[config.mk]
export PLATFORM = sky130hd
export DESIGN_NAME = fbac_cfg
export DESIGN_NICKNAME = d
export VERILOG_FILES = /design/src/rtl/fbac_pkg.sv /design/src/rtl/fbac_cfg.sv
export SDC_FILE = /design/constraint.sdc
export NUM_CORES = 1
export LEC_CHECK = 0
export CORE_UTILIZATION = 45
export DETAILED_ROUTE_END_ITERATION = 8
export DONT_BUFFER_PORTS = 1
export GPL_ROUTABILITY_DRIVEN = 0
export SYNTH_ARGS = -nofsm -noshare
export SYNTH_HDL_FRONTEND = slang
export SYNTH_SLANG_ARGS = --single-unit
[constraint.sdc]
create_clock -name clk -period 0.9 [get_ports clk]
set_clock_uncertainty 0.1 [all_clocks]
set_input_delay 0.09 -clock clk [delete_from_list [all_inputs] [get_ports clk]]
set_output_delay 0.09 -clock clk [all_outputs]
set_load 0.01 [all_outputs]
[src/rtl/fbac_pkg.sv]
// Shared types, constants and control structs of the framebuffer alpha compositor.
package fbac_pkg;

    // Field and datapath widths
    localparam int unsigned DIM_W      = 9;   // frame width and height registers
    localparam int unsigned POS_W      = 8;   // pixel coordinates and offsets
    localparam int unsigned CH_W       = 8;   // one color channel
    localparam int unsigned PIX_W      = 32;  // packed RGBA word, red in the low byte
    localparam int unsigned LANES      = 3;   // red, green, blue
    localparam int unsigned PROD_W     = 18;  // width times height, width times row
    localparam int unsigned NUM_W      = 17;  // blend numerator per channel
    localparam int unsigned DIV_STEPS  = 8;   // quotient bits of the alpha divider
    localparam int unsigned DIV_CNT_W  = 3;

    // Frame store geometry defaults
    localparam int unsigned DEF_MAX_WIDTH  = 256;
    localparam int unsigned DEF_MAX_HEIGHT = 256;

    // Divide by 255 for 16-bit values: (v * 0x8081) >> 23
    localparam logic [15:0] RECIP_255   = 16'h8081;
    localparam int unsigned RECIP_SHIFT = 23;
    localparam logic [7:0]  CH_MAX      = 8'd255;

    // APB register map
    localparam int unsigned APB_ADDR_W = 4;
    localparam int unsigned APB_DATA_W = 32;
    localparam logic [1:0] REG_FRAME_WIDTH  = 2'd0;
    localparam logic [1:0] REG_FRAME_HEIGHT = 2'd1;
    localparam logic [1:0] REG_OFFSET_X     = 2'd2;
    localparam logic [1:0] REG_OFFSET_Y     = 2'd3;

    localparam logic [DIM_W-1:0] RST_FRAME_WIDTH  = 9'd256;
    localparam logic [DIM_W-1:0] RST_FRAME_HEIGHT = 9'd256;
    localparam logic [POS_W-1:0] RST_OFFSET_X     = 8'd0;
    localparam logic [POS_W-1:0] RST_OFFSET_Y     = 8'd0;

    typedef enum logic [1:0] {
        ACT_WRITE = 2'd0,
        ACT_READ  = 2'd1,
        ACT_BLEND = 2'd2,
        ACT_FILL  = 2'd3
    } action_t;

    typedef enum logic [3:0] {
        ST_IDLE,
        ST_DECODE,
        ST_WR,
        ST_RD,
        ST_FILL,
        ST_BL_PROD,
        ST_BL_RECIP,
        ST_BL_REM,
        ST_BL_LANE,
        ST_BL_Q255,
        ST_BL_SUM,
        ST_DIV,
        ST_WB,
        ST_OUT
    } state_t;

    typedef struct packed {
        logic [DIM_W-1:0] frame_width;
        logic [DIM_W-1:0] frame_height;
        logic [POS_W-1:0] offset_x;
        logic [POS_W-1:0] offset_y;
    } cfg_t;

    // Controller to datapath
    typedef struct packed {
        logic latch;      // capture the input beat
        logic decode;     // bounds, address, fill length
        logic mem_rd;     // registered frame store read
        logic wr_item;    // store the input pixel if in bounds
        logic fill_step;  // store the fill pixel at the fill counter
        logic bl_prod;
        logic bl_recip;
        logic bl_rem;
        logic bl_lane;
        logic bl_q255;
        logic bl_sum;
        logic div_step;
        logic wr_blend;   // write back the blend result
        logic out_load;   // move the result into the output register
    } cmd_t;

    // Datapath to controller
    typedef struct packed {
        action_t act;
        logic    inb;
        logic    fill_done;
        logic    div_last;
        logic    out_free;
    } sts_t;

endpackage

[src/rtl/fbac_cfg.sv]
// APB register file holding frame size and blend offsets.
module fbac_cfg (
    input  logic                                clk,
    input  logic                                rst_n,
    input  logic                                psel,
    input  logic                                penable,
    input  logic                                pwrite,
    input  logic [fbac_pkg::APB_ADDR_W-1:0]     paddr,
    input  logic [fbac_pkg::APB_DATA_W-1:0]     pwdata,
    output logic [fbac_pkg::APB_DATA_W-1:0]     prdata,
    output logic                                pready,
    output fbac_pkg::cfg_t                      cfg
);
    import fbac_pkg::*;

    cfg_t       cfg_reg;
    cfg_t       cfg_next;
    logic       wr_en;
    logic [1:0] reg_idx;

    assign pready  = 1'b1;
    assign reg_idx = paddr[APB_ADDR_W-1:2];
    assign wr_en   = psel & penable & pwrite & pready;

    // Register write decode
    always_comb
    begin
        cfg_next = cfg_reg;
        if (wr_en)
        begin
            case (reg_idx)
                REG_FRAME_WIDTH:  cfg_next.frame_width  = pwdata[DIM_W-1:0];
                REG_FRAME_HEIGHT: cfg_next.frame_height = pwdata[DIM_W-1:0];
                REG_OFFSET_X:     cfg_next.offset_x     = pwdata[POS_W-1:0];
                REG_OFFSET_Y:     cfg_next.offset_y     = pwdata[POS_W-1:0];
                default:          cfg_next = cfg_reg;
            endcase
        end
    end

    always_ff @(posedge clk or negedge rst_n)
    begin
        if (!rst_n)
        begin
            cfg_reg.frame_width  <= RST_FRAME_WIDTH;
            cfg_reg.frame_height <= RST_FRAME_HEIGHT;
            cfg_reg.offset_x     <= RST_OFFSET_X;
            cfg_reg.offset_y     <= RST_OFFSET_Y;
        end
        else
        begin
            cfg_reg <= cfg_next;
        end
    end

    // Read mux
    always_comb
    begin
        case (reg_idx)
            REG_FRAME_WIDTH:  prdata = APB_DATA_W'(cfg_reg.frame_width);
            REG_FRAME_HEIGHT: prdata = APB_DATA_W'(cfg_reg.frame_height);
            REG_OFFSET_X:     prdata = APB_DATA_W'(cfg_reg.offset_x);
            REG_OFFSET_Y:     prdata = APB_DATA_W'(cfg_reg.offset_y);
            default:          prdata = '0;
        endcase
    end

    assign cfg = cfg_reg;

endmodule

==> impl_metrics.csv, run 1 <==
group,metric,value,unit
placement,place_hpwl,2.840,mm
die,die_h,65.17,um
die,pin_count,108,
cells_and_area,drive_gt1_share,60.00,%
sta,drv_slew,0,
placement,placed_area,2051,um^2
sta,finalSetupViolCount,77,
cells_and_area,nNetsFinal,215,
sta,max_freq,717.7,MHz
routing,num_vias,1095,
cells_and_area,final_util,66.11,%
run_status,status,"complete, but fails checks",
clocking,numCtsBuffers,5,
cells_and_area,fill_cells,292,
pwr,p_per_area,2206,nW/um^2
critical_path,slowest_delay,530,ps
clocking,clockBufferDepth,2,
routing,first_pass_iters,4,
die,fp.dieW,65.17,um
cells_and_area,mostFrequentLayoutCells,"buf_6 (40), mux2_4 (34), dfrtp_1 (32)",
sta,grt_setup_unrepaired,"yes",
critical_path,critPathArrivalTime,1200,ps
critical_path,crit_type,"reg2out",
critical_path,ff2ff_path_depth,3,
placement,port_buffers,0,
global_routing,first_global_vias,1154,
logic_synthesis,synth_cell_types,18,
critical_path,reg2reg_setup_slack,-210,ps
cells_and_area,antenna_cells,0,
pwr,irDropWorstVdd,1.008,mV
sta,holdWs,-601.9,ps
routing,vias_per_cell,4.910,
logic_synthesis,ys.warnings.count,0,
cells_and_area,largest_register_ffs,34,
sta,hold_viol_final,34,
pwr,finalPower,0.005461,W
clocking,postCtsHoldBufs,9,
logic_synthesis,synth.avg_cell_area,15.89,um^2
die,die_area,4246,um^2
global_routing,grt_first_pass_wirelength,6.306,mm
logic_synthesis,ys_seq_elements,34,
die,core_area,3744,um^2
critical_path,cp_slowest_cell,"mux4_2",
sta,finalCritPeriodShare,154.8,%
global_routing,antenna_found_initial,0,
routing,drtIter0Drc,33,
critical_path,cp_num_buf_inv,0,
run_status,violations,"hold timing, setup timing",
critical_path,path_max_fanout,2,
routing,drtAntennaViolNets,0,
pwr,p_leak,1.224,nW
critical_path,path_cells,"mux4_2",
clocking,clk_latency,280,ps
critical_path,end_kind,"output pin",
job,cap_violations,0,
logic_synthesis,synthCells,113,
global_routing,groute.usage.overall,20.69,%
cells_and_area,fin_area,2475,um^2
cells_and_area,area_growth,37.84,%
sta,setup_slack,-493.4,ps
global_routing,grt_max_degree,35,
clocking,root_buffer,"clkbuf_8",
placement,pre_cts_slack,-304.8,ps
global_routing,grt_overflow,0,
logic_synthesis,synthesis.area,1795,um^2
clocking,cts_sinks,34,
routing,routed_wl,4.151,mm
critical_path,r2r-end,"cfg[13]",
routing,post-route-drc-count,0,
logic_synthesis,synth_seq_area_share,47.53,%
critical_path,rr_startpoint,"cfg[13]",
clocking,clk_pin_slew_worst_paths,60,ps
clocking,cts_tree,"built",
routing,post_drt_wl_per_cell,18.61,um
critical_path,cp.required,710,ps
worst_hold_path,hp-class,"in2async",
die,start_util,47.96,%
critical_path,critPathLaunchType,"register",
sta,min_period,1393,ps
critical_path,path_delay_family,"multiplexers",
die,rows,22,
clocking,h-tree-depth,2,
cells_and_area,final_common_cell,"buf_6",
repair_timing:
item / in CTS / in global routing
pin swaps: 1 / 1
resized for setup: 41 / 11
endpoints found under the setup margin: 76 / 77
setup buffers: 1 / 8
endpoints found under the hold margin: 68 / 34
Yosys cell counts:
master,instances,area share [%]
conb_1,2,0.42
nor3b_2,1,0.70
mux4_1,3,4.4
dfrtp_1,32,45
dfstp_2,2,2.9
nand3b_2,1,0.63
and3_4,1,0.63
buf_4,24,10
buf_6,3,1.9
clkbuf_4,1,0.42
mux4_2,5,6.3
nor2_1,1,0.21
mux2i_1,1,0.56
mux2_2,14,8.8
mux2_1,3,1.9
mux2_4,17,14
nand3_4,1,0.98
and3b_1,1,0.49
final cells by class:
class | instances | area, um^2 | area share [%]
Timing Repair Buffer | 60 | 623.1 | 25.18
Multi-Input combinational cell | 73 | 858.3 | 34.68
Tap cell | 48 | 60.06 | 2.427
Sequential cell | 34 | 853.3 | 34.48
Clock buffer | 8 | 80.08 | 3.236
metal layers:
metal / part of all wire, % / track usage [%]
met1: 40 / 25.80
met2: 53 / 34.66
met3: 6.3 / 7.292
met4: 0.34 / 4.076
met5: 0 / 0
power by group:
part	leakage [nW]	switching (W)	total, W	internal (W)
registers	0.413	0.000256	0.00216	0.00190
logic	0.771	0.000790	0.00224	0.00145
clock network	0.0395	0.000508	0.00106	0.000549
stage by stage:
stage                     std cells  setup TNS, ps
final                           223         -12030
after global routing            223         -14010
after CTS                       216         -11160
after detailed placement        198          -9799
after global placement          198          -9274
after floorplan                 135          -7332
cells by family after synthesis:
logic type	Yosys count	share of synthesized area (%)
buffers and inverters	28	12.33
DFF	34	47.53
muxes	43	36.10
other	2	0.4183
and+or+nand+nor	6	3.624
worst max path at each step:
stage,from,to,slack (ps),depth (start not counted)
after detailed placement,pwrite,cfg[11],-300,4
final,cfg[5],prdata[5],-490,1
after floorplan,pwrite,cfg[25],-260,4
after global placement,pwrite,cfg[11],-300,4
after global routing,cfg[13],prdata[5],-520,1
after CTS,cfg[12],prdata[4],-490,1
Power figures use the tool's default switching activity.
==> inputs of run 2 (changes only) <==
--- a/config.mk
+++ b/config.mk
@@ -5,10 +5,12 @@
 export SDC_FILE = /design/constraint.sdc
 export NUM_CORES = 1
 export LEC_CHECK = 0
+export CAP_MARGIN = 20
 export CORE_UTILIZATION = 45
 export DETAILED_ROUTE_END_ITERATION = 8
 export DONT_BUFFER_PORTS = 1
 export GPL_ROUTABILITY_DRIVEN = 0
+export SKIP_LAST_GASP = 1
 export SYNTH_ARGS = -nofsm -noshare
 export SYNTH_HDL_FRONTEND = slang
 export SYNTH_SLANG_ARGS = --single-unit
==> impl_metrics.csv, run 2 (synthesized netlist as in run 1, its figures left out) <==
group,metric,value,unit
run_status,status,"complete, but fails checks",
run_status,violations,"hold timing, setup timing",
clocking,cts_tree,"built",
die,rows,22,
critical_path,end_kind,"output pin",
global_routing,grt_overflow,0,
die,fp.dieW,65.17,um
sta,max_freq,721.0,MHz
clocking,root_buffer,"clkbuf_8",
pwr,p_per_area,2205,nW/um^2
clocking,numCtsBuffers,5,
routing,post-route-drc-count,0,
sta,min_period,1387,ps
global_routing,groute.usage.overall,20.24,%
cells_and_area,largest_register_ffs,34,
critical_path,path_delay_family,"multiplexers",
placement,dp_cells,198,
pwr,pwr-share-comb,40.4,%
routing,routed_wl,4.061,mm
pwr,internal_power,0.003845,W
sta,hold_viol_final,34,
clocking,cts_sinks,34,
worst_hold_path,hp-class,"in2async",
cells_and_area,layout.cells.non_filler,222,
sta,finalCritPeriodShare,154.1,%
critical_path,critPathLaunchType,"register",
critical_path,path_max_fanout,2,
die,pin_count,108,
routing,post_drt_wl_per_cell,18.29,um
pwr,clkPwrFrac,19.6,%
critical_path,r2r-end,"cfg[13]",
cells_and_area,drive_gt1_share,59.77,%
die,die_h,65.17,um
critical_path,slowest_delay,510,ps
pwr,irDropWorstVdd,0.9936,mV
critical_path,cp_slowest_cell,"mux4_2",
critical_path,critPathArrivalTime,1200,ps
critical_path,worstSetupPathDepth,1,
sta,drv_slew,0,
cells_and_area,final_util,65.11,%
sta,holdWs,-601.4,ps
critical_path,cp-startpoint,"cfg[12]",
placement,port_buffers,0,
die,core_area,3744,um^2
cells_and_area,nNetsFinal,214,
global_routing,first_global_vias,1149,
global_routing,antenna_found_initial,0,
cells_and_area,final_common_cell,"buf_6",
routing,vias_per_cell,4.910,
clocking,clk_latency,280,ps
routing,first_pass_iters,3,
clocking,clk_pin_slew_worst_paths,60,ps
pwr,p_leak,1.199,nW
sta,finalSetupViolCount,77,
critical_path,crit_type,"reg2out",
job,cap_violations,0,
global_routing,grt_max_degree,35,
pwr,finalPower,0.005375,W
routing,drtIter0Drc,24,
critical_path,cp_num_buf_inv,0,
cells_and_area,fill_cells,296,
critical_path,ff2ff_path_depth,3,
critical_path,rr_startpoint,"cfg[13]",
cells_and_area,mostFrequentLayoutCells,"buf_6 (35), dfrtp_1 (32), mux2_4 (31)",
clocking,h-tree-depth,2,
cells_and_area,area_growth,35.75,%
sta,tns,-11870,ps
pwr,p_seq_share,40.0,%
cells_and_area,antenna_cells,0,
pwr,switching_share,28.47,%
critical_path,endpoint,"prdata[4]",
critical_path,reg2reg_setup_slack,-210,ps
clocking,postCtsHoldBufs,9,
placement,place_hpwl,2.840,mm
pwr,power.net_switching,0.001531,W
critical_path,cp.required,710,ps
clocking,clockBufferDepth,2,
sta,grt_setup_unrepaired,"yes",
routing,num_vias,1090,
sta,setup_slack,-487.0,ps
global_routing,grt_first_pass_wirelength,6.189,mm
routing,drtAntennaViolNets,0,
die,die_area,4246,um^2
critical_path,path_cells,"mux4_2",
die,start_util,47.96,%
[run 2: changes by cell type in the layout (fill, tap and decap cells not counted), sizes merged]
cell / previous run / this run
buf: 51 / 50
[run 2: how the worst min path moves through the flow]
stage | cells after the start | startpoint | endpoint
after floorplan | 0 | rst_n | cfg[0]
after global placement | 0 | rst_n | cfg[23]
after detailed placement | 0 | rst_n | cfg[7]
after CTS | 0 | rst_n | cfg[3]
after global routing | 0 | rst_n | cfg[12]
final | 0 | rst_n | cfg[32]
[run 2: layout make-up]
cell class	instances	area [um^2]	share of cell area (%)
Clock buffer	8	80.08	3.285
Multi-Input combinational cell	73	847.1	34.75
Sequential cell	34	853.3	35.01
Tap cell	48	60.06	2.464
Timing Repair Buffer	59	596.8	24.49
[run 2: power by group through the flow]
stage	Clock (W)	Sequential, W	Combinational, W
2_1_floorplan	0	0.00233	0.000855
3_3_place_gp	0	0.00209	0.00167
3_5_place_dp	0	0.00212	0.00172
4_1_cts	0.00109	0.00214	0.00198
5_1_grt	0.00117	0.00219	0.00229
6_report	0.00106	0.00215	0.00217
[run 2: timing repair]
| action | 4_1_cts | 5_1_grt |
|---|---|---|
| resized for setup | 30 | 14 |
| setup endpoints to repair | 76 | 77 |
| hold endpoints to repair | 68 | 34 |
| pin swaps | 1 | 1 |
| setup buffers | 1 | 7 |
[run 2: per-stage QoR]
stage                     worst slack, ps  instance area, um^2
after floorplan                    -260.5                 1889
after global placement             -295.8                 2051
after detailed placement           -304.8                 2051
after CTS                          -489.0                 2340
after global routing               -515.4                 2437
final                              -487.0                 2437
[run 2: per-layer routing]
metal	GRT usage, %	vias up	part of all wire [%]
met4	4.076	0	0.34
met5	0	-	0
met3	7.465	2	6.5
met1	24.54	565	40
li1	-	477	-
met2	34.41	46	54
