`src/rtl/fbac_pkg.sv`:
```
// Shared types, constants and control structs of the framebuffer alpha compositor.
package fbac_pkg;

    // Field and datapath widths
    localparam int unsigned DIM_W      = 9;   // frame width and height registers
    localparam int unsigned POS_W      = 8;   // pixel coordinates and offsets
    localparam int unsigned CH_W       = 8;   // one color channel
    localparam int unsigned PIX_W      = 32;  // packed RGBA word, red in the low byte
    localparam int unsigned LANES      = 3;   // red, green, blue
    localparam int unsigned PROD_W     = 18;  // width times height, width times row
    localparam int unsigned NUM_W      = 17;  // blend numerator per channel
    localparam int unsigned DIV_STEPS  = 8;   // quotient bits of the alpha divider
    localparam int unsigned DIV_CNT_W  = 3;

    // Frame store geometry defaults
    localparam int unsigned DEF_MAX_WIDTH  = 256;
    localparam int unsigned DEF_MAX_HEIGHT = 256;

    // Divide by 255 for 16-bit values: (v * 0x8081) >> 23
    localparam logic [15:0] RECIP_255   = 16'h8081;
    localparam int unsigned RECIP_SHIFT = 23;
    localparam logic [7:0]  CH_MAX      = 8'd255;

    // APB register map
    localparam int unsigned APB_ADDR_W = 4;
    localparam int unsigned APB_DATA_W = 32;
    localparam logic [1:0] REG_FRAME_WIDTH  = 2'd0;
    localparam logic [1:0] REG_FRAME_HEIGHT = 2'd1;
    localparam logic [1:0] REG_OFFSET_X     = 2'd2;
    localparam logic [1:0] REG_OFFSET_Y     = 2'd3;

    localparam logic [DIM_W-1:0] RST_FRAME_WIDTH  = 9'd256;
    localparam logic [DIM_W-1:0] RST_FRAME_HEIGHT = 9'd256;
    localparam logic [POS_W-1:0] RST_OFFSET_X     = 8'd0;
    localparam logic [POS_W-1:0] RST_OFFSET_Y     = 8'd0;

    typedef enum logic [1:0] {
        ACT_WRITE = 2'd0,
        ACT_READ  = 2'd1,
        ACT_BLEND = 2'd2,
        ACT_FILL  = 2'd3
    } action_t;

    typedef enum logic [3:0] {
        ST_IDLE,
        ST_DECODE,
        ST_WR,
        ST_RD,
        ST_FILL,
        ST_BL_PROD,
        ST_BL_RECIP,
        ST_BL_REM,
        ST_BL_LANE,
        ST_BL_Q255,
        ST_BL_SUM,
        ST_DIV,
        ST_WB,
        ST_OUT
    } state_t;

    typedef struct packed {
        logic [DIM_W-1:0] frame_width;
        logic [DIM_W-1:0] frame_height;
        logic [POS_W-1:0] offset_x;
        logic [POS_W-1:0] offset_y;
    } cfg_t;

    // Controller to datapath
    typedef struct packed {
        logic latch;      // capture the input beat
        logic decode;     // bounds, address, fill length
        logic mem_rd;     // registered frame store read
        logic wr_item;    // store the input pixel if in bounds
        logic fill_step;  // store the fill pixel at the fill counter
        logic bl_prod;
        logic bl_recip;
        logic bl_rem;
        logic bl_lane;
        logic bl_q255;
        logic bl_sum;
        logic div_step;
        logic wr_blend;   // write back the blend result
        logic out_load;   // move the result into the output register
    } cmd_t;

    // Datapath to controller
    typedef struct packed {
        action_t act;
        logic    inb;
        logic    fill_done;
        logic    div_last;
        logic    out_free;
    } sts_t;

endpackage

```
`src/rtl/fbac_ctrl.sv`:
```
// Sequencer that steps the datapath through write, read, fill and blend.
module fbac_ctrl (
    input  logic            clk,
    input  logic            rst_n,
    input  logic            in_valid,
    output logic            in_ready,
    input  fbac_pkg::sts_t  sts,
    output fbac_pkg::cmd_t  cmd
);
    import fbac_pkg::*;

    state_t state_reg;
    state_t state_next;

    always_ff @(posedge clk or negedge rst_n)
    begin
        if (!rst_n)
            state_reg <= ST_IDLE;
        else
            state_reg <= state_next;
    end

    // Next state
    always_comb
    begin
        state_next = state_reg;
        case (state_reg)
            ST_IDLE:
            begin
                if (in_valid)
                    state_next = ST_DECODE;
            end
            ST_DECODE:
            begin
                case (sts.act)
                    ACT_WRITE: state_next = ST_WR;
                    ACT_READ:  state_next = ST_RD;
                    ACT_BLEND: state_next = ST_RD;
                    ACT_FILL:  state_next = ST_FILL;
                    default:   state_next = ST_OUT;
                endcase
            end
            ST_WR:       state_next = ST_OUT;
            ST_RD:
            begin
                // clipped blends skip the arithmetic
                if (sts.act == ACT_BLEND && sts.inb)
                    state_next = ST_BL_PROD;
                else
                    state_next = ST_OUT;
            end
            ST_FILL:
            begin
                if (sts.fill_done)
                    state_next = ST_OUT;
            end
            ST_BL_PROD:  state_next = ST_BL_RECIP;
            ST_BL_RECIP: state_next = ST_BL_REM;
            ST_BL_REM:   state_next = ST_BL_LANE;
            ST_BL_LANE:  state_next = ST_BL_Q255;
            ST_BL_Q255:  state_next = ST_BL_SUM;
            ST_BL_SUM:   state_next = ST_DIV;
            ST_DIV:
            begin
                if (sts.div_last)
                    state_next = ST_WB;
            end
            ST_WB:       state_next = ST_OUT;
            ST_OUT:
            begin
                if (sts.out_free)
                    state_next = ST_IDLE;
            end
            default:     state_next = ST_IDLE;
        endcase
    end

    // Commands
    always_comb
    begin
        cmd      = '0;
        in_ready = 1'b0;
        case (state_reg)
            ST_IDLE:
            begin
                in_ready  = 1'b1;
                cmd.latch = in_valid;
            end
            ST_DECODE:   cmd.decode    = 1'b1;
            ST_WR:       cmd.wr_item   = 1'b1;
            ST_RD:       cmd.mem_rd    = 1'b1;
            ST_FILL:     cmd.fill_step = ~sts.fill_done;
            ST_BL_PROD:  cmd.bl_prod   = 1'b1;
            ST_BL_RECIP: cmd.bl_recip  = 1'b1;
            ST_BL_REM:   cmd.bl_rem    = 1'b1;
            ST_BL_LANE:  cmd.bl_lane   = 1'b1;
            ST_BL_Q255:  cmd.bl_q255   = 1'b1;
            ST_BL_SUM:   cmd.bl_sum    = 1'b1;
            ST_DIV:      cmd.div_step  = 1'b1;
            ST_WB:       cmd.wr_blend  = 1'b1;
            ST_OUT:      cmd.out_load  = sts.out_free;
            default:     cmd           = '0;
        endcase
    end

endmodule

```
`config.mk`:
```
export PLATFORM = sky130hd
export DESIGN_NAME = fbac_ctrl
export DESIGN_NICKNAME = d
export VERILOG_FILES = /design/src/rtl/fbac_pkg.sv /design/src/rtl/fbac_ctrl.sv
export SDC_FILE = /design/constraint.sdc
export NUM_CORES = 1
export LEC_CHECK = 0
export BUFFER_PORTS_ARGS = -buffer_cell sky130_fd_sc_hd__buf_2
export CORE_AREA = 2 2 39 41
export CTS_BUF_LIST = sky130_fd_sc_hd__clkbuf_8
export CTS_CLUSTER_DIAMETER = 120
export DETAILED_ROUTE_END_ITERATION = 12
export DIE_AREA = 0 0 41 43
export GPL_ROUTABILITY_DRIVEN = 0
export GPL_TIMING_DRIVEN = 0
export PLACE_DENSITY = 0.77
export SLEW_MARGIN = 20
export SYNTH_ARGS = -nofsm -noshare
export SYNTH_HDL_FRONTEND = slang
export SYNTH_SLANG_ARGS = --single-unit
```
`constraint.sdc`:
```
create_clock -name clk -period 1.7 [get_ports clk]
set_clock_uncertainty 0.05 [all_clocks]
set_input_delay 0.34 -clock clk [delete_from_list [all_inputs] [get_ports clk]]
set_output_delay 0.34 -clock clk [all_outputs]
set_load 0.1 [all_outputs]
```
==> results of run 1 <==
==> layout make-up <==
type	count	area, um^2	share of cell area
timing repair buffer	36	425	0.356
inverter	6	22.5	0.0188
multi-input combinational	52	505	0.423
clock buffer	3	41.3	0.0345
tap	16	20.0	0.0167
buffer	5	80.1	0.0669
sequential	4	101	0.0847
==> worst max-delay path: stages (launching register included) <==
cell and delay (ns):
sky130_fd_sc_hd__dfrtp_1 0.42, sky130_fd_sc_hd__or2_4 0.30, sky130_fd_sc_hd__nor3_4 0.16, sky130_fd_sc_hd__and2_4 0.18, sky130_fd_sc_hd__buf_12 0.16
==> synthesized netlist by cell type, drive strengths merged (2+ instances only) <==
library cell / instances / share of area
a21oi: 6 / 0.069
buf: 3 / 0.043
clkbuf: 3 / 0.023
dfrtp: 4 / 0.20
ha: 3 / 0.076
inv: 6 / 0.046
mux2: 2 / 0.061
nand2: 6 / 0.046
nand2b: 2 / 0.025
nor2: 10 / 0.076
nor3: 6 / 0.061
o21ai: 2 / 0.020
==> how the worst max path moves through the flow <==
stage / to / cells past startpoint / slack, ns / startpoint
floorplan: cmd[13] / 4 / -0.76 / state_reg[2]$_DFFE_PN0P_
detailed placement: cmd[13] / 5 / -0.24 / state_reg[2]$_DFFE_PN0P_
finish: cmd[13] / 4 / -0.15 / state_reg[2]$_DFFE_PN0P_
global placement: cmd[13] / 5 / -0.21 / state_reg[2]$_DFFE_PN0P_
CTS: cmd[5] / 4 / -0.08 / state_reg[2]$_DFFE_PN0P_
global route: cmd[13] / 4 / -0.17 / state_reg[2]$_DFFE_PN0P_
==> metrics by stage <==
step | setup TNS (ns) | area [um^2] | utilization
2_1_floorplan | -3.83 | 646 | -
3_3_place_gp | -1.69 | 781 | 0.564
3_5_place_dp | -2.08 | 781 | 0.564
4_1_cts | -0.415 | 1110 | 0.802
5_1_grt | -1.68 | 1200 | 0.864
6_report | -1.34 | 1200 | 0.864
==> cell families after synthesis <==
group	share of synthesized area
flip-flops	0.203
buffers and inverters	0.112
AO/OA/AOI/OAI	0.200
multiplexers	0.0812
adder cells (fa/ha/maj)	0.0762
AND/OR/NAND/NOR	0.327
==> what timing repair did <==
action                                  4_1_cts  5_1_grt
buffers inserted                              8        4
pin swaps                                     4        1
hold buffers                                  1        0
endpoints found under the setup margin       17       16
hold endpoints to repair                      4        0
resized for setup                            61       13
==> per-layer routing <==
layer | wire, um | share of wire
met1 | 973 | 0.39
met2 | 1240 | 0.50
met3 | 168 | 0.068
met4 | 88 | 0.036
met5 | 0 | 0
==> flow_metrics.py, run 1 <==
metrics = {
    "run_status": {
        "run_status": "complete, but fails checks",
        "failed_checks": "setup timing",
    },
    "grt": {
        "globalRouteMet3Util": 0.0419,
        "total_grt_usage": 0.259,
        "grt_first_pass_wirelength_um": 3060,
        "via_count_of_the_first_global_routing_pass": 641,
        "grt_antenna_before_repair": 0,
        "globalRoute.totalOverflow": 0,
        "layer_with_the_highest_usage": "met2",
        "gr_util_met2": 0.406,
        "grt_max_degree": 11,
        "use_met1": 0.340,
    },
    "synth": {
        "post_synth_net_total": 80,
        "netlist_instances": 68,
        "yosys_most_used_dff": "sky130_fd_sc_hd__dfrtp_1",
        "number_of_synthesized_flops_with_an_enable_pin": 0,
        "synth-seq-area-share": 0.203,
        "synth-seq-cells": 4,
        "syn-cell-area_um2": 493,
        "synth.distinct_cells": 31,
        "ys_async_sr_fraction": 1.00,
        "synth-warning-count": 0,
        "avgSynthCellArea_um2": 7.25,
    },
    "sta": {
        "hold-worst-slack_ns": 0.416,
        "hold_viol": 0,
        "rsz0062_at_grt": "yes",
        "worstMarginPinSlew_ns": 0.251,
        "timing.final.setup_violations": 16,
        "min_period_ns": 1.85,
        "drv_slew": 0,
        "maxSlewHeadroom": 0.831,
        "final.setup.worst_slack_ns": -0.153,
        "fmaxAchievable_mhz": 540,
        "final_min_period_over_clock_period": 1.09,
    },
    "critical_path": {
        "r2r-end": "state_reg[3]$_DFFE_PN0P_",
        "worst_ep_arrival_ns": 1.46,
        "critical_path.startpoint_type": "register",
        "crit_path_max_fanout": 6,
        "setup.reg_to_reg.worst_slack_ns": -0.10,
        "crit_path_end_kind": "output pin",
        "rr_worst_depth": 5,
        "required_ns": 1.31,
        "crit_type": "reg -> out",
        "timing.rr.start": "state_reg[3]$_DFFE_PN0P_",
    },
    "layout": {
        "most_common_cell_after_layout_fill_and_taps_aside": "sky130_fd_sc_hd__buf_12",
        "largest_register_ffs": 4,
        "layout.cells.most_common_list": "sky130_fd_sc_hd__buf_12 (12), sky130_fd_sc_hd__buf_4 (11), sky130_fd_sc_hd__buf_2 (8)",
        "final.fill_count": 70,
        "antenna_cells": 0,
        "nets": 120,
        "drive_above_1_share": 0.679,
        "layout.cells.non_filler": 122,
        "area_growth_syn_to_layout_pct": 143,
    },
    "run": {
        "max_cap_viol_count": 0,
    },
    "die": {
        "full_die_area_um2": 1760,
        "die_height_um": 43,
        "floorplan.initialDensity": 0.356,
        "io-pin-count": 24,
        "design.core.area_um2": 1380,
        "die_width_um": 41,
        "num_rows": 14,
    },
    "clock_tree": {
        "htreeDepth": 1,
        "clock_tree_from_tritoncts": "built",
        "cts.root.buffer_cell": "sky130_fd_sc_hd__clkbuf_8",
        "worst_setup_hold_path_clk_slew_ns": 0.04,
        "clk_path_buf_depth": 2,
        "clkSinkCount": 4,
        "cts_buffers": 3,
        "clk_latency_ns": 0.23,
    },
    "route": {
        "wire_per_inst_um": 20.3,
        "drt-initial-drc-count": 39,
        "vias": 707,
        "drt.antenna.violating_nets": 0,
        "postRouteWirelength_um": 2470,
        "drc_errors": 0,
        "detail_route.first_pass.iterations": 4,
        "via_per_inst": 5.80,
    },
    "place": {
        "place_hpwl_um": 1070,
        "preCtsSetupSlack_ns": -0.242,
        "io_buffers": 23,
        "placedCellCount": 107,
    },
    "min_path": {
        "path_class_of_the_lowest_slack_min_delay_path": "in -> async",
    },
}
Power of run 1 is left out: the tool's default activity adds up to more than one toggle a clock period on the data nets, which glitch-free logic cannot reach.
==> inputs of run 2 (changes only) <==
--- a/config.mk
+++ b/config.mk
@@ -12,7 +12,6 @@
 export DETAILED_ROUTE_END_ITERATION = 12
 export DIE_AREA = 0 0 41 43
 export GPL_ROUTABILITY_DRIVEN = 0
-export GPL_TIMING_DRIVEN = 0
 export PLACE_DENSITY = 0.77
 export SLEW_MARGIN = 20
 export SYNTH_ARGS = -nofsm -noshare
==> run 2 against run 1 <==
Effect of this change: synthesized cell count unchanged; area after synthesis unchanged; the flow now stops in global routing.
==> flow_metrics.py, run 2 <==
metrics = {
    "synth": {
        "synth-seq-cells": 4,
        "ys_async_sr_fraction": 1.00,
        "syn-cell-area_um2": 493,
        "synth.distinct_cells": 31,
        "synth-warning-count": 0,
        "synth.area.top_cells": "sky130_fd_sc_hd__dfrtp_1 (20%), sky130_fd_sc_hd__ha_1 (7.6%), sky130_fd_sc_hd__nor2_1 (7.6%)",
        "post_synth_net_total": 80,
        "avgSynthCellArea_um2": 7.25,
        "yosys-top-cells-count": "sky130_fd_sc_hd__nor2_1 (10), sky130_fd_sc_hd__nand2_1 (6), sky130_fd_sc_hd__nor3_1 (6)",
        "yosys_most_used_dff": "sky130_fd_sc_hd__dfrtp_1",
        "netlist_instances": 68,
        "yosysTopAreaCellShare": 0.203,
        "synth_most_common_cell": "sky130_fd_sc_hd__nor2_1",
        "number_of_synthesized_flops_with_an_enable_pin": 0,
        "synth-seq-area-share": 0.203,
        "synth.largest_area_cell": "sky130_fd_sc_hd__dfrtp_1",
    },
    "place": {
        "preCtsSetupSlack_ns": -0.0270,
        "io_buffers": 23,
        "placedInstanceArea_um2": 1030,
        "placedCellCount": 112,
        "place_hpwl_um": 1310,
    },
    "die": {
        "die_width_um": 41,
        "io-pin-count": 24,
        "floorplan.initialDensity": 0.356,
        "num_rows": 14,
        "die_height_um": 43,
    },
    "run_status": {
        "run_status": "aborted with a tool error",
        "failing_step": "global routing",
        "firstError": "[ERROR DPL-0033] detailed placement checks failed during check placement.",
    },
    "clock_tree": {
        "clkSinkCount": 4,
        "htreeDepth": 1,
        "cts_buffers": 3,
        "clk_path_buf_depth": 2,
        "cts.root.buffer_cell": "sky130_fd_sc_hd__clkbuf_8",
    },
    "sta": {
        "grt_worst_setup_endpoint": "cmd[13]",
        "worst_endpoint_kind": "top-level output",
    },
    "grt": {
        "grt_max_degree": 12,
        "grt_antenna_before_repair": 0,
    },
}
==> run 2: what timing repair did <==
| action | in CTS |
|---|---|
| endpoints found under the hold margin | 4 |
| endpoints found under the setup margin | 17 |
| hold buffers | 1 |
| gates resized for setup | 26 |
| cloned | 1 |
| buffers inserted | 9 |
| pin swaps | 9 |
==> run 2: cell families after synthesis <==
family / share of synthesized area
buffers and inverters: 0.112
muxes: 0.0812
adders and majority gates: 0.0762
and+or+nand+nor: 0.327
AOI/OAI and AO/OA: 0.200
DFF: 0.203
==> run 2: metrics by stage <==
step | TNS, ns | util
2_1_floorplan | -3.83 | -
3_3_place_gp | 0 | 0.741
4_1_cts | -0.556 | 0.932
3_5_place_dp | -0.0528 | 0.741
==> inputs of run 3 (changes only) <==
--- a/config.mk
+++ b/config.mk
@@ -6,13 +6,11 @@
 export NUM_CORES = 1
 export LEC_CHECK = 0
 export BUFFER_PORTS_ARGS = -buffer_cell sky130_fd_sc_hd__buf_2
-export CORE_AREA = 2 2 39 41
-export CTS_BUF_LIST = sky130_fd_sc_hd__clkbuf_8
-export CTS_CLUSTER_DIAMETER = 120
+export CORE_AREA = 2 2 63 65
 export DETAILED_ROUTE_END_ITERATION = 12
-export DIE_AREA = 0 0 41 43
+export DIE_AREA = 0 0 65 67
 export GPL_ROUTABILITY_DRIVEN = 0
-export PLACE_DENSITY = 0.77
+export PLACE_DENSITY_LB_ADDON = 0.15
 export SLEW_MARGIN = 20
 export SYNTH_ARGS = -nofsm -noshare
 export SYNTH_HDL_FRONTEND = slang
==> constraint.sdc (replaced) <==
create_clock -name clk -period 2.2 [get_ports clk]
set_clock_uncertainty 0.05 [all_clocks]
set_input_delay 0.44 -clock clk [delete_from_list [all_inputs] [get_ports clk]]
set_output_delay 0.44 -clock clk [all_outputs]
set_load 0.1 [all_outputs]
==> run 3 against run 2 <==
Effect of this change: the flow now finishes without violations.
==> flow_metrics.py, run 3 (synthesis gave the netlist of run 1 again) <==
metrics = {
    "run_status": {
        "run_status": "finished clean",
    },
    "clock_tree": {
        "cts.repair.resized": 0,
        "clk_path_buf_depth": 2,
        "htreeDepth": 1,
        "clk_latency_ns": 0.22,
        "clkSinkCount": 4,
        "cts.root.buffer_cell": "sky130_fd_sc_hd__clkbuf_8",
        "cts_buffers": 3,
        "cts_post_setup_buffers_inserted": 0,
        "clock_tree_from_tritoncts": "built",
        "worst_setup_hold_path_clk_slew_ns": 0.03,
    },
    "critical_path": {
        "crit_type": "reg -> out",
        "required_ns": 1.71,
        "critPathMaxStageDelay_ns": 0.38,
        "crit_slowest_cell": "sky130_fd_sc_hd__dfrtp_1",
        "crit_path_cell_trace": "or2_1 > nor3_4 > and2_4 > buf_12",
        "worst_ep_arrival_ns": 1.59,
        "critical_path.startpoint_type": "register",
        "rr_worst_depth": 5,
        "crit_path_max_fanout": 6,
        "crit_path_end_kind": "output pin",
    },
    "grt": {
        "grt_first_pass_wirelength_um": 2690,
        "total_grt_usage": 0.0842,
        "grt_max_degree": 13,
        "globalRoute.totalOverflow": 0,
        "via_count_of_the_first_global_routing_pass": 558,
        "grt_antenna_before_repair": 0,
    },
    "route": {
        "drt.antenna.violating_nets": 0,
        "detail_route.first_pass.iterations": 4,
        "drc_errors": 0,
        "vias": 558,
        "wire_per_inst_um": 11.5,
        "via_per_inst": 3.90,
        "drt-initial-drc-count": 14,
        "postRouteWirelength_um": 1640,
    },
    "sta": {
        "timing.final.setup_violations": 0,
        "rsz0062_at_grt": "no",
        "hold-worst-slack_ns": 0.509,
        "min_period_ns": 2.08,
        "fmaxAchievable_mhz": 481,
        "totalNegativeSetupSlack_ns": 0,
        "final_min_period_over_clock_period": 0.945,
        "maxSlewHeadroom": 0.677,
        "hold_viol": 0,
        "worstMarginPinSlew_ns": 0.488,
        "final.setup.worst_slack_ns": 0.121,
        "drv_slew": 0,
    },
    "place": {
        "place_hpwl_um": 1330,
        "placedInstanceArea_um2": 967,
        "preCtsSetupSlack_ns": 0.309,
        "io_buffers": 23,
    },
    "die": {
        "num_rows": 22,
        "die_width_um": 65,
        "die_height_um": 67,
        "full_die_area_um2": 4360,
        "design.core.area_um2": 3610,
        "io-pin-count": 24,
        "floorplan.initialDensity": 0.137,
    },
    "layout": {
        "largest_register_ffs": 4,
        "layout.cells.most_common_list": "sky130_fd_sc_hd__buf_12 (14), sky130_fd_sc_hd__buf_2 (9), sky130_fd_sc_hd__nor2_2 (8)",
        "drive_above_1_share": 0.558,
        "area_growth_syn_to_layout_pct": 107,
        "post-route-cell-area_um2": 1020,
        "nets": 109,
        "most_common_cell_after_layout_fill_and_taps_aside": "sky130_fd_sc_hd__buf_12",
        "antenna_cells": 0,
    },
    "run": {
        "max_cap_viol_count": 0,
    },
    "min_path": {
        "path_class_of_the_lowest_slack_min_delay_path": "in -> async",
    },
}
run 3: worst paths after layout:
check | slack [ns] | end | start
max | 0.12 | cmd[13] | state_reg[2]$_DFFE_PN0P_
min | 0.51 | state_reg[0]$_DFFE_PN0P_ | rst_n
max reg2reg | 0.35 | state_reg[3]$_DFFE_PN0P_ | state_reg[0]$_DFFE_PN0P_
min reg2reg | 0.71 | state_reg[1]$_DFFE_PN0P_ | state_reg[3]$_DFFE_PN0P_
max in group asynchronous | 1.47 | state_reg[2]$_DFFE_PN0P_ | rst_n
min in group clk | 0.52 | state_reg[1]$_DFFE_PN0P_ | sts[1]
run 3: critical path: cells and delay by family, from the launching register on:
kind                   cells  cell delay [ns]
buffers and inverters      1             0.16
flip-flops                 1             0.38
AND/OR/NAND/NOR            3             0.83
run 3: final cells by class:
cell class                      instances  area [um^2]
Clock buffer                            3         41.3
Fill cell                             402         2590
Inverter                                6         22.5
Multi-Input combinational cell         52          414
Sequential cell                         4          100
Tap cell                               48         60.1
Timing Repair Buffer                   30          380
run 3: what timing repair did:
action                                 CTS  global route
hold buffers                             1             0
endpoints found under the hold margin    4             0
setup endpoints to repair                0             0
run 3: per-layer routing:
layer / GRT usage / share of wire / vias up
met4: 0.0479 / 0.021 / 0
met3: 0.0270 / 0.052 / 5
met2: 0.115 / 0.44 / 14
met5: 0 / 0 / -
li1: - / - / 287
met1: 0.114 / 0.49 / 252
run 3: metrics by stage:
step	utilization	cells
detailed placement	0.268	139
floorplan	-	68
global placement	0.268	139
global route	0.282	143
finish	0.282	143
CTS	0.282	143
Power of run 3 is left out for the same reason.
